<file path="src/hdl/sfp_pkg.sv">
// Shared constants, types and codes of the sensor frame parser.
package sfp_pkg;

   localparam int BUF_DEPTH = 32;
   localparam int LEN_W = $clog2(BUF_DEPTH);
   localparam int BYTE_W = 8;
   localparam int WORD_W = 16;
   localparam int PAYLOAD_LEN_W = 5;
   localparam int KIND_W = 2;

   localparam logic [BYTE_W-1:0] HDR_BYTE = 8'h16;
   localparam logic [BYTE_W-1:0] CMD_FULL = 8'h02;
   localparam logic [BYTE_W-1:0] CMD_FINE = 8'h0B;
   localparam int FULL_MIN_LEN = 12;
   localparam int FINE_MIN_LEN = 4;

   localparam int POS_CMD = 0;
   localparam int POS_FINE_HI = 3;
   localparam int POS_FINE_LO = 4;
   localparam int POS_FINEST_HI = 7;
   localparam int POS_FINEST_LO = 8;
   localparam int POS_COARSE_HI = 11;
   localparam int POS_COARSE_LO = 12;

   localparam logic [KIND_W-1:0] KIND_NONE = 2'd0;
   localparam logic [KIND_W-1:0] KIND_FULL = 2'd1;
   localparam logic [KIND_W-1:0] KIND_FINE = 2'd2;

   typedef enum logic [1:0] {
      PH_HEADER,
      PH_LENGTH,
      PH_DATA,
      PH_CHECK
   } phase_type;

   typedef struct packed {
      logic                     frame_ok;
      logic [BYTE_W-1:0]        command_code;
      logic [PAYLOAD_LEN_W-1:0] payload_len;
      logic [KIND_W-1:0]        reading_kind;
      logic [WORD_W-1:0]        fine_dust;
      logic [WORD_W-1:0]        finest_dust;
      logic [WORD_W-1:0]        coarse_dust;
   } result_type;

endpackage

</file>
<file path="src/hdl/sfp_req_if.sv">
// Channel carrying received serial bytes into the frame parser.
interface sfp_req_if;
   logic                       valid;
   logic                       ready;
   logic [sfp_pkg::BYTE_W-1:0] rx_byte;

   modport source (output valid, output rx_byte, input ready);
   modport sink (input valid, input rx_byte, output ready);
endinterface

</file>
<file path="src/hdl/sfp_rsp_if.sv">
// Channel carrying decoded frame results out of the frame parser.
interface sfp_rsp_if;
   logic                              valid;
   logic                              ready;
   logic                              frame_ok;
   logic [sfp_pkg::BYTE_W-1:0]        command_code;
   logic [sfp_pkg::PAYLOAD_LEN_W-1:0] payload_len;
   logic [sfp_pkg::KIND_W-1:0]        reading_kind;
   logic [sfp_pkg::WORD_W-1:0]        fine_dust;
   logic [sfp_pkg::WORD_W-1:0]        finest_dust;
   logic [sfp_pkg::WORD_W-1:0]        coarse_dust;

   modport source (output valid, output frame_ok, output command_code, output payload_len,
                   output reading_kind, output fine_dust, output finest_dust,
                   output coarse_dust, input ready);
   modport sink (input valid, input frame_ok, input command_code, input payload_len,
                 input reading_kind, input fine_dust, input finest_dust,
                 input coarse_dust, output ready);
endinterface

</file>
<file path="src/hdl/sfp_in_stage.sv">
// Input register stage holding one received byte until the parser takes it.
module sfp_in_stage (
   input  logic                       clock,
   input  logic                       reset,
   sfp_req_if.sink                    req_bus,
   input  logic                       take,
   output logic                       byte_valid,
   output logic [sfp_pkg::BYTE_W-1:0] byte_data
);

   logic                       valid_ff;
   logic                       valid_in;
   logic [sfp_pkg::BYTE_W-1:0] data_ff;
   logic                       accept;

   assign req_bus.ready = !valid_ff || take;
   assign accept = req_bus.valid && req_bus.ready;

   always_comb begin
      valid_in = valid_ff;
      if (accept) begin
         valid_in = 1'b1;
      end else if (take) begin
         valid_in = 1'b0;
      end
   end

   always_ff @(posedge clock) begin
      if (reset) begin
         valid_ff <= 1'b0;
      end else begin
         valid_ff <= valid_in;
      end
   end

   always_ff @(posedge clock) begin
      if (accept) begin
         data_ff <= req_bus.rx_byte;
      end
   end

   assign byte_valid = valid_ff;
   assign byte_data = data_ff;

endmodule

</file>
<file path="src/hdl/sfp_frame_fsm.sv">
// Frame hunting state machine with running sum, payload capture and result decode.
module sfp_frame_fsm (
   input  logic                       clock,
   input  logic                       reset,
   input  logic                       step,
   input  logic [sfp_pkg::BYTE_W-1:0] byte_data,
   output logic                       is_check,
   output sfp_pkg::result_type        result
);

   sfp_pkg::phase_type          phase_ff, phase_in;
   logic [sfp_pkg::BYTE_W-1:0]  sum_ff, sum_in;
   logic [sfp_pkg::LEN_W-1:0]   length_ff, length_in;
   logic [sfp_pkg::LEN_W-1:0]   position_ff, position_in;
   logic [sfp_pkg::LEN_W-1:0]   position_next;
   logic [sfp_pkg::BYTE_W-1:0]  sum_total;
   logic                        length_fits;

   logic [sfp_pkg::BYTE_W-1:0]  cmd_ff;
   logic [sfp_pkg::BYTE_W-1:0]  fine_hi_ff, fine_lo_ff;
   logic [sfp_pkg::BYTE_W-1:0]  finest_hi_ff, finest_lo_ff;
   logic [sfp_pkg::BYTE_W-1:0]  coarse_hi_ff, coarse_lo_ff;

   logic                        sum_ok;
   logic [sfp_pkg::BYTE_W-1:0]  cmd_out;
   logic                        full_reading;
   logic                        fine_reading;

   assign sum_total = sum_ff + byte_data;
   assign position_next = position_ff + sfp_pkg::LEN_W'(1);
   assign length_fits = {1'b0, byte_data} < (sfp_pkg::BYTE_W + 1)'(sfp_pkg::BUF_DEPTH);

   always_comb begin
      phase_in = phase_ff;
      sum_in = sum_total;
      length_in = length_ff;
      position_in = position_ff;
      unique case (phase_ff)
         sfp_pkg::PH_HEADER: begin
            sum_in = byte_data;
            if (byte_data == sfp_pkg::HDR_BYTE) begin
               phase_in = sfp_pkg::PH_LENGTH;
            end
         end
         sfp_pkg::PH_LENGTH: begin
            if (length_fits) begin
               length_in = sfp_pkg::LEN_W'(byte_data);
               position_in = '0;
               phase_in = (byte_data != '0) ? sfp_pkg::PH_DATA : sfp_pkg::PH_CHECK;
            end else begin
               phase_in = sfp_pkg::PH_HEADER;
            end
         end
         sfp_pkg::PH_DATA: begin
            position_in = position_next;
            if (position_next >= length_ff) begin
               phase_in = sfp_pkg::PH_CHECK;
            end
         end
         sfp_pkg::PH_CHECK: begin
            phase_in = sfp_pkg::PH_HEADER;
         end
         default: begin
            phase_in = sfp_pkg::PH_HEADER;
         end
      endcase
   end

   always_ff @(posedge clock) begin
      if (reset) begin
         phase_ff <= sfp_pkg::PH_HEADER;
         sum_ff <= '0;
         length_ff <= '0;
         position_ff <= '0;
      end else if (step) begin
         phase_ff <= phase_in;
         sum_ff <= sum_in;
         length_ff <= length_in;
         position_ff <= position_in;
      end
   end

   // Only the payload bytes that feed the result are kept.
   always_ff @(posedge clock) begin
      if (step && (phase_ff == sfp_pkg::PH_DATA)) begin
         if (position_ff == sfp_pkg::LEN_W'(sfp_pkg::POS_CMD)) begin
            cmd_ff <= byte_data;
         end
         if (position_ff == sfp_pkg::LEN_W'(sfp_pkg::POS_FINE_HI)) begin
            fine_hi_ff <= byte_data;
         end
         if (position_ff == sfp_pkg::LEN_W'(sfp_pkg::POS_FINE_LO)) begin
            fine_lo_ff <= byte_data;
         end
         if (position_ff == sfp_pkg::LEN_W'(sfp_pkg::POS_FINEST_HI)) begin
            finest_hi_ff <= byte_data;
         end
         if (position_ff == sfp_pkg::LEN_W'(sfp_pkg::POS_FINEST_LO)) begin
            finest_lo_ff <= byte_data;
         end
         if (position_ff == sfp_pkg::LEN_W'(sfp_pkg::POS_COARSE_HI)) begin
            coarse_hi_ff <= byte_data;
         end
         if (position_ff == sfp_pkg::LEN_W'(sfp_pkg::POS_COARSE_LO)) begin
            coarse_lo_ff <= byte_data;
         end
      end
   end

   assign is_check = (phase_ff == sfp_pkg::PH_CHECK);
   assign sum_ok = (sum_total == '0);
   assign cmd_out = (length_ff != '0) ? cmd_ff : '0;
   assign full_reading = sum_ok && (cmd_out == sfp_pkg::CMD_FULL)
                         && (length_ff > sfp_pkg::LEN_W'(sfp_pkg::FULL_MIN_LEN));
   assign fine_reading = sum_ok && (cmd_out == sfp_pkg::CMD_FINE)
                         && (length_ff > sfp_pkg::LEN_W'(sfp_pkg::FINE_MIN_LEN));

   always_comb begin
      result.frame_ok = sum_ok;
      result.command_code = cmd_out;
      result.payload_len = sfp_pkg::PAYLOAD_LEN_W'(length_ff);
      result.reading_kind = sfp_pkg::KIND_NONE;
      result.fine_dust = '0;
      result.finest_dust = '0;
      result.coarse_dust = '0;
      priority if (full_reading) begin
         result.reading_kind = sfp_pkg::KIND_FULL;
         result.fine_dust = {fine_hi_ff, fine_lo_ff};
         result.finest_dust = {finest_hi_ff, finest_lo_ff};
         result.coarse_dust = {coarse_hi_ff, coarse_lo_ff};
      end else if (fine_reading) begin
         result.reading_kind = sfp_pkg::KIND_FINE;
         result.fine_dust = {fine_hi_ff, fine_lo_ff};
      end else begin
         result.reading_kind = sfp_pkg::KIND_NONE;
      end
   end

endmodule

</file>
<file path="src/hdl/sensor_frame_parser_core.sv">
// Top level of the sensor frame parser: input stage, frame state machine and result register.
// The check byte waits in the input stage register, and its result is then captured into the result register.
// Throughput: one byte per cycle; a result waiting in the output register stalls the
// input only when the next check byte needs that register.
// Reset (synchronous, active high) empties both stages and returns the parser to header hunting.
module sensor_frame_parser_core (
   input  logic      clock,
   input  logic      reset,
   sfp_req_if.sink   req_bus,
   sfp_rsp_if.source rsp_bus
);

   logic                       byte_valid;
   logic [sfp_pkg::BYTE_W-1:0] byte_data;
   logic                       is_check;
   sfp_pkg::result_type        result;
   logic                       out_free;
   logic                       step;
   logic                       rsp_valid_ff, rsp_valid_in;
   sfp_pkg::result_type        rsp_data_ff;

   assign out_free = !rsp_valid_ff || rsp_bus.ready;
   assign step = byte_valid && (!is_check || out_free);

   sfp_in_stage u_in_stage (
      .clock      (clock),
      .reset      (reset),
      .req_bus    (req_bus),
      .take       (step),
      .byte_valid (byte_valid),
      .byte_data  (byte_data)
   );

   sfp_frame_fsm u_frame_fsm (
      .clock     (clock),
      .reset     (reset),
      .step      (step),
      .byte_data (byte_data),
      .is_check  (is_check),
      .result    (result)
   );

   always_comb begin
      rsp_valid_in = rsp_valid_ff;
      if (step && is_check) begin
         rsp_valid_in = 1'b1;
      end else if (rsp_bus.ready) begin
         rsp_valid_in = 1'b0;
      end
   end

   always_ff @(posedge clock) begin
      if (reset) begin
         rsp_valid_ff <= 1'b0;
      end else begin
         rsp_valid_ff <= rsp_valid_in;
      end
   end

   always_ff @(posedge clock) begin
      if (step && is_check) begin
         rsp_data_ff <= result;
      end
   end

   assign rsp_bus.valid = rsp_valid_ff;
   assign rsp_bus.frame_ok = rsp_data_ff.frame_ok;
   assign rsp_bus.command_code = rsp_data_ff.command_code;
   assign rsp_bus.payload_len = rsp_data_ff.payload_len;
   assign rsp_bus.reading_kind = rsp_data_ff.reading_kind;
   assign rsp_bus.fine_dust = rsp_data_ff.fine_dust;
   assign rsp_bus.finest_dust = rsp_data_ff.finest_dust;
   assign rsp_bus.coarse_dust = rsp_data_ff.coarse_dust;

endmodule
</file>
<file path="src/flat_wrapper.sv">
// flat-port wrapper written by rule: the top's interface ports become plain ports
module sensor_frame_parser_core_flat 
  (clock, reset, req_bus_valid, req_bus_rx_byte, req_bus_ready, rsp_bus_valid, rsp_bus_frame_ok, rsp_bus_command_code, rsp_bus_payload_len, rsp_bus_reading_kind, rsp_bus_fine_dust, rsp_bus_finest_dust, rsp_bus_coarse_dust, rsp_bus_ready);
  sfp_req_if req_bus_i ();
  sfp_rsp_if rsp_bus_i ();
  input  logic clock;
  input  logic reset;
  input wire logic [$bits(req_bus_i.valid)-1:0] req_bus_valid;
  input wire logic [$bits(req_bus_i.rx_byte)-1:0] req_bus_rx_byte;
  output wire logic [$bits(req_bus_i.ready)-1:0] req_bus_ready;
  output wire logic [$bits(rsp_bus_i.valid)-1:0] rsp_bus_valid;
  output wire logic [$bits(rsp_bus_i.frame_ok)-1:0] rsp_bus_frame_ok;
  output wire logic [$bits(rsp_bus_i.command_code)-1:0] rsp_bus_command_code;
  output wire logic [$bits(rsp_bus_i.payload_len)-1:0] rsp_bus_payload_len;
  output wire logic [$bits(rsp_bus_i.reading_kind)-1:0] rsp_bus_reading_kind;
  output wire logic [$bits(rsp_bus_i.fine_dust)-1:0] rsp_bus_fine_dust;
  output wire logic [$bits(rsp_bus_i.finest_dust)-1:0] rsp_bus_finest_dust;
  output wire logic [$bits(rsp_bus_i.coarse_dust)-1:0] rsp_bus_coarse_dust;
  input wire logic [$bits(rsp_bus_i.ready)-1:0] rsp_bus_ready;
  assign req_bus_i.valid = req_bus_valid;
  assign req_bus_i.rx_byte = req_bus_rx_byte;
  assign req_bus_ready = req_bus_i.ready;
  assign rsp_bus_valid = rsp_bus_i.valid;
  assign rsp_bus_frame_ok = rsp_bus_i.frame_ok;
  assign rsp_bus_command_code = rsp_bus_i.command_code;
  assign rsp_bus_payload_len = rsp_bus_i.payload_len;
  assign rsp_bus_reading_kind = rsp_bus_i.reading_kind;
  assign rsp_bus_fine_dust = rsp_bus_i.fine_dust;
  assign rsp_bus_finest_dust = rsp_bus_i.finest_dust;
  assign rsp_bus_coarse_dust = rsp_bus_i.coarse_dust;
  assign rsp_bus_i.ready = rsp_bus_ready;
  sensor_frame_parser_core u_core (.clock(clock), .reset(reset), .req_bus(req_bus_i), .rsp_bus(rsp_bus_i));
endmodule
</file>
<file path="config.mk">
export PLATFORM = sky130hd
export DESIGN_NAME = sensor_frame_parser_core_flat
export DESIGN_NICKNAME = d
export VERILOG_FILES = /design/src/hdl/sfp_pkg.sv /design/src/hdl/sfp_req_if.sv /design/src/hdl/sfp_rsp_if.sv /design/src/hdl/sfp_in_stage.sv /design/src/hdl/sfp_frame_fsm.sv /design/src/hdl/sensor_frame_parser_core.sv /design/src/flat_wrapper.sv
export SDC_FILE = /design/constraint.sdc
export NUM_CORES = 1
export LEC_CHECK = 0
export BUFFER_PORTS_ARGS = -buffer_cell sky130_fd_sc_hd__buf_2
export CAP_MARGIN = 20
export CORE_MARGIN = 10
export CORE_UTILIZATION = 35
export CTS_BUF_LIST = sky130_fd_sc_hd__clkbuf_8
export DETAILED_ROUTE_END_ITERATION = 10
export GPL_ROUTABILITY_DRIVEN = 0
export PLACE_DENSITY_LB_ADDON = 0.08
export SLEW_MARGIN = 20
export SYNTH_ARGS = -nofsm -noshare
export SYNTH_HDL_FRONTEND = slang
export SYNTH_SLANG_ARGS = --single-unit
</file>
<file path="constraint.sdc">
create_clock -name clock -period 8.4 [get_ports clock]
set_input_delay 1.68 -clock clock [delete_from_list [all_inputs] [get_ports clock]]
set_output_delay 1.68 -clock clock [all_outputs]
set_load 0.05 [all_outputs]
</file>
* After elaboration in Yosys (flattened, before gate mapping)
Cells that the tools add are included.
** Storage, ports and cells
- Output and inout port bits :: 66
- Logic and storage cells :: 90
- Bits of input ports :: 12
- Bits in registers :: 150
** Cells by class
- Muxes and demuxes :: 16
- Reduce and logical (&&, ||, !) cells :: 32
- Order comparisons :: 4
- Equal/unequal tests :: 15
- Add/sub/neg operators :: 2
** Operators by type and width (count)
- 16-bit 2-to-1 mux :: 2
- 8-bit 2-to-1 mux :: 2
- 5-bit by 4-bit == test with 1-bit output (second input constant) :: 3
- 2-bit AND reduction :: 7
- 5-bit by 3-bit == test with 1-bit output (second input constant) :: 2
- 5-bit case mux with 2 select lines :: 1
- 3-bit AND reduction :: 3
- 8-bit adder :: 1
- 8-bit by 2-bit == test with 1-bit output (second input constant) :: 1
- 8-bit by 4-bit == test with 1-bit output (second input constant) :: 1
- 8-bit by 5-bit == test with 1-bit output (second input constant) :: 1
- 1-bit logical AND :: 8
- 8-bit zero test :: 1
- 8-bit by 6-bit < comparator with 1-bit output (second input constant) :: 1
- 2-bit 2-to-1 mux :: 4
- 2-bit case mux with 4 select lines :: 1
- 8-bit nonzero test :: 1
- 2-bit != test (second input constant) :: 3
- 2-bit nonzero test :: 3
- 5-bit by 1-bit adder with 5-bit output (second input constant) :: 1
- 5-bit by 2-bit == test with 1-bit output (second input constant) :: 1
- 5-bit >= comparator :: 1
- 5-bit by 3-bit greater-than comparator with 1-bit output (second input constant) :: 1
- 5-bit by 4-bit greater-than comparator with 1-bit output (second input constant) :: 1
- other kinds (9) :: 18

* Longest topological paths before layout
- Depth after elaboration :: 7
- Depth in mapped cells :: 10
- Gate-level depth less buffers :: 8

* Cells and area by module
A second synthesis with hierarchy kept.
** Unflattened totals
- Cells, all modules :: 473
- Area total of the unflattened synthesis :: 6157.2 µm²
** By module, submodules not included
- sfp_frame_fsm :: cells each 389, sequential area each 2082.0 µm², area an instance 3872.5 µm², instances 1
- sensor_frame_parser_core :: cells each 71, sequential area each 1941.9 µm², area an instance 1989.4 µm², instances 1
- sfp_in_stage :: cells each 13, sequential area each 260.2 µm², area an instance 295.3 µm², instances 1

* Worst setup path after synthesis
OpenSTA, ideal clock, no wires.
- Path kind :: in2reg
- Start :: in rsp_bus_ready
- End :: reg u_core.rsp_data_ff, in the netlist u_core.rsp_bus.coarse_dust[0], enable pin
- Data arrival time :: 3811 ps
- Path slack :: 4160 ps
- Library setup time :: 429 ps
- Buffers on the path :: 1
- Stages :: 4
- Required time :: 7971 ps
- Path through :: nand4b_1 -> and2_1 -> clkbuf_1 -> and3_1
** On the way
- Cells in the longest elaborated chain, start to end :: 4
** Ends and longest elaborated chain
- from (decl) :: RTL line flat_wrapper.sv:19 : input wire logic [$bits(rsp_bus_i.ready)-1:0] rsp_bus_ready;
- 1-bit logical OR :: RTL line sensor_frame_parser_core.sv:22 : assign out_free = !rsp_valid_ff || rsp_bus.ready;
- 1-bit logical OR :: RTL line sensor_frame_parser_core.sv:23 : assign step = byte_valid && (!is_check || out_free);
- 1-bit logical AND :: RTL line sensor_frame_parser_core.sv:23
- 1-bit logical AND :: RTL line sensor_frame_parser_core.sv:61 : if (step && is_check) begin
- to (signal assigned) :: RTL line sensor_frame_parser_core.sv:62 : rsp_data_ff <= result;
- to (decl) :: RTL line sensor_frame_parser_core.sv:20 : sfp_pkg::result_type rsp_data_ff;
No other way between the ends.
A chain may end at the register's enable or synchronous reset.

* Final worst setup path
- Start :: in rsp_bus_ready
- End :: out req_bus_ready
** On the way
- Cells in the longest elaborated chain, start to end :: 4
** Ends and longest elaborated chain
- 1-bit logical OR :: RTL line sensor_frame_parser_core.sv:22
- 1-bit logical OR :: RTL line sensor_frame_parser_core.sv:23
- 1-bit logical AND :: RTL line sensor_frame_parser_core.sv:23
- 1-bit logical OR :: RTL line sfp_in_stage.sv:16 : assign req_bus.ready = !valid_ff || take;
- to (decl) :: RTL line flat_wrapper.sv:10 : output wire logic [$bits(req_bus_i.ready)-1:0] req_bus_ready;
No other way between the ends.

==> impl_summary.txt <==
----------------------------------------------------
[Run status]
  Outcome ... finished clean

[Power and ir drop]
  Final Total Pwr ... 1.48 mW
  Lkg Pwr ... 2.35 nW
  Power density over cell area ... 205 mW/mm^2
  VDD IR max ... 0.0943 mV

[Routing]
  Via-per-instance ratio ... 4.85
  Detailed router's first-iteration violation count ... 222
  Number of optimization iterations in the first detailed-route pass ... 4
  Post-route antenna net violation count ... 0
  Number of design rule violations left after detail routing ... 0
  Routed via count ... 3,838
  Detailed-route wire length ... 13,600 um
  Post-DR wirelength/cell ... 17.2 um

[Die]
  Row Count ... 48
  Initial Util ... 35.9%
  Area of the die ... 0.0236 mm^2
  Vertical die dimension ... 154 um
  Ports placed on the boundary ... 78
  Horizontal die dimension ... 154 um
  Core region area ... 0.0174 mm^2

[Timing]
  Worst slack on hold paths ... 0.486 ns
  Final period demand of the worst path ... 4.07 ns
  Tcrit/Tclk final ... 48.4%
  Largest clock skew in the final design ... 0.00946 ns
  Setup repair after global routing missed its margin ... false
  Normalized max-slew margin ... 32.5%
  Slew at the pin closest to its max-slew limit ... 1.01 ns
  Total Negative Setup Slacks ... 0 ns
  Post-layout worst setup margin ... 4.33 ns
  Hold Vio Cnt, Final ... 0
  Fin. max-slew vios ... 0
  Number of failing setup endpoints in the final timing report ... 0
  Fmax ... 246 MHz

[Synth]
  Area fraction of the dominant cell type after synthesis ... 61.5%
  Biggest area consumer among synthesized cells ... sky130_fd_sc_hd__edfxtp_1
  Share of synthesized registers carrying an async set or reset ... 0%
  Yosys reg bits ... 150
  Synthesized netlist cell count ... 479
  Synthesized area ... 0.00625 mm^2
  Number of warnings issued by yosys ... 0
  Cell variety after synth ... 61
  Part of the Yosys area used for sequential elements ... 68.6%
  Top cells by area in the synthesized netlist ... sky130_fd_sc_hd__edfxtp_1, sky130_fd_sc_hd__dfxtp_1, sky130_fd_sc_hd__nor3_1
  Average footprint of a synthesized cell ... 13.0 um^2
  Synthesized Nets ... 506
  Number of flops mapped to enable cells by yosys ... 128
  Post-synth top flop ... sky130_fd_sc_hd__edfxtp_1

[Clock tree]
  Resize count post-CTS ... 0
  Count of buffers added by post-CTS timing repair for setup ... 0
  Clock sinks ... 150
  CTS tree ... yes
  Maximum clock path buffer count ... 2
  Number of hold buffers added after CTS ... 0
  Number of buffers created by CTS ... 17
  Level count of the clock H-tree ... 4
  Root cell of the clock tree ... sky130_fd_sc_hd__clkbuf_8
  Clock transition at the register clock pins on the worst setup and hold paths after CTS ... 0.08 ns
  Clock latency of the later-clocked register in the worst-skew pair ... 0.44 ns

[Global routing]
  Pin count of the biggest net entering global routing ... 65
  Global-route wire length before repair ... 22,000 um
  Total Routing Usage GR ... 11.8%
  Total gr overflow ... 0
  Vias in the first global route ... 3,883
  Number of antenna violations at the first check in global routing ... 0

[Placed design]
  Number of buffers added on ports ... 77
  Worst slack after detailed placement ... 4.33 ns
  Placed wire-length estimate ... 9070 um
  Total placed cells including tap cells ... 760

[Final layout]
  Non-filler instance count after layout ... 792
  Commonest cells after routing, fill and taps aside ... sky130_fd_sc_hd__edfxtp_1, sky130_fd_sc_hd__buf_2, sky130_fd_sc_hd__inv_1, sky130_fd_sc_hd__nor3_1
  Antenna diode count ... 0
  Most common library cell in the layout ignoring fill and taps ... sky130_fd_sc_hd__edfxtp_1
  Final Net Count ... 581
  Growth of design area from synthesis to finish ... 15.8%
  Fraction of layout cells with a size suffix above 1 ... 22.9%

[Critical path]
  Crit start category ... primary input
  Critical path class ... in -> out
  CP Data Arrival Time ... 2.39 ns
  Req. time, crit path ... 6.72 ns
  CP Max Fanout ... 3
  CP endpoint kind ... output pin

[Run]
  Maximum Capacitance Violations ... 0

[Min path]
  Tightest Hold Check Type ... reg -> reg

----------------------------------------------------
==> layout make-up <==
type,count,area [um^2]
repair buffers,79,400
multi-input cells,257,1660
inverters,49,184
fillers,1690,10200
clock inverters,15,186
flip-flops and latches,150,4280
clock buffers,17,234
well taps,225,282
==> through the flow <==
stage,cell area (um^2),util (%)
floorplan,6250,-
global placement,6790,39.0
detailed placement,6800,39.0
CTS,7220,41.5
global route,7230,41.5
finish,7230,41.5
==> per-layer routing <==
| layer | wire [um] | GRT usage (%) | vias up | part of all wire [%] |
|---|---|---|---|---|
| met4 | 172 | 3.96 | 0 | 1.3 |
| met5 | 0 | 0 | - | 0 |
| met1 | 6740 | 15.3 | 1840 | 49 |
| met2 | 6160 | 18.0 | 91 | 45 |
| li1 | - | - | 1892 | - |
| met3 | 574 | 3.77 | 15 | 4.2 |
==> logic make-up after synthesis <==
group,count (synthesis),synth area share [%]
multiplexers,1,0.160
AO/OA/AOI/OAI,64,6.99
XOR/XNOR,8,1.12
AND/OR/NAND/NOR,168,14.7
buffers and inverters,72,5.13
adder cells (fa/ha/maj),16,3.28
flip-flops,150,68.6
==> synth_stat cells, types with 3 or more instances <==
cell / number
sky130_fd_sc_hd__nor3b_1: 6
sky130_fd_sc_hd__a21oi_1: 27
sky130_fd_sc_hd__nand2_1: 27
sky130_fd_sc_hd__nor3_2: 10
sky130_fd_sc_hd__o21a_1: 3
sky130_fd_sc_hd__buf_6: 3
sky130_fd_sc_hd__ha_1: 14
sky130_fd_sc_hd__nor2b_1: 9
sky130_fd_sc_hd__dfxtp_1: 22
sky130_fd_sc_hd__o21ai_0: 8
sky130_fd_sc_hd__edfxtp_1: 128
sky130_fd_sc_hd__inv_1: 49
sky130_fd_sc_hd__nor3_1: 45
sky130_fd_sc_hd__and3_1: 3
sky130_fd_sc_hd__nand3_1: 27
sky130_fd_sc_hd__xnor2_1: 5
sky130_fd_sc_hd__nand2b_1: 5
sky130_fd_sc_hd__nor2_1: 21
sky130_fd_sc_hd__nor4_1: 3
sky130_fd_sc_hd__buf_2: 6
sky130_fd_sc_hd__clkbuf_1: 11
sky130_fd_sc_hd__xor2_1: 3
==> registers in the layout, summed over array words and instances (netlist names), 5 cells and up, named ones only <==
name	cells
u_core.rsp_bus.coarse_dust	16
u_core.rsp_bus.fine_dust	16
u_core.rsp_bus.finest_dust	16
u_core.rsp_bus.command_code	8
u_core.u_frame_fsm.cmd_ff	8
u_core.u_frame_fsm.coarse_hi_ff	8
u_core.u_frame_fsm.coarse_lo_ff	8
u_core.u_frame_fsm.fine_hi_ff	8
u_core.u_frame_fsm.fine_lo_ff	8
u_core.u_frame_fsm.finest_hi_ff	8
u_core.u_frame_fsm.finest_lo_ff	8
u_core.u_frame_fsm.sum_ff	8
u_core.u_in_stage.byte_data	8
u_core.rsp_bus.payload_len	5
u_core.u_frame_fsm.length_ff	5
u_core.u_frame_fsm.position_ff	5
==> report_power, final <==
part / internal (mW) / switching, mW
clock network: 0.320 / 0.264
registers: 0.809 / 0.0187
logic: 0.0214 / 0.0482
total: 1.15 / 0.331
==> critical path: stages <==
cell and delay, ns:
sky130_fd_sc_hd__buf_2 0.10, sky130_fd_sc_hd__nand4b_1 0.20, sky130_fd_sc_hd__inv_1 0.11, sky130_fd_sc_hd__nand2_1 0.07
sky130_fd_sc_hd__buf_2 0.22
==> worst paths after layout <==
check | depth (start not counted) | from | slack, ns | end
setup / recovery | 5 | rsp_bus_ready | 4.33 | req_bus_ready
hold / removal | 2 | u_core.u_frame_fsm.sum_ff[1] | 0.49 | u_core.u_frame_fsm.sum_ff[1]
setup reg to reg | 8 | u_core.u_in_stage.byte_data[0] | 5.17 | u_core.rsp_bus.coarse_dust[6]
hold reg to reg | 2 | u_core.u_frame_fsm.sum_ff[1] | 0.49 | u_core.u_frame_fsm.sum_ff[1]
Note: power is estimated with default switching activity, not from simulation.
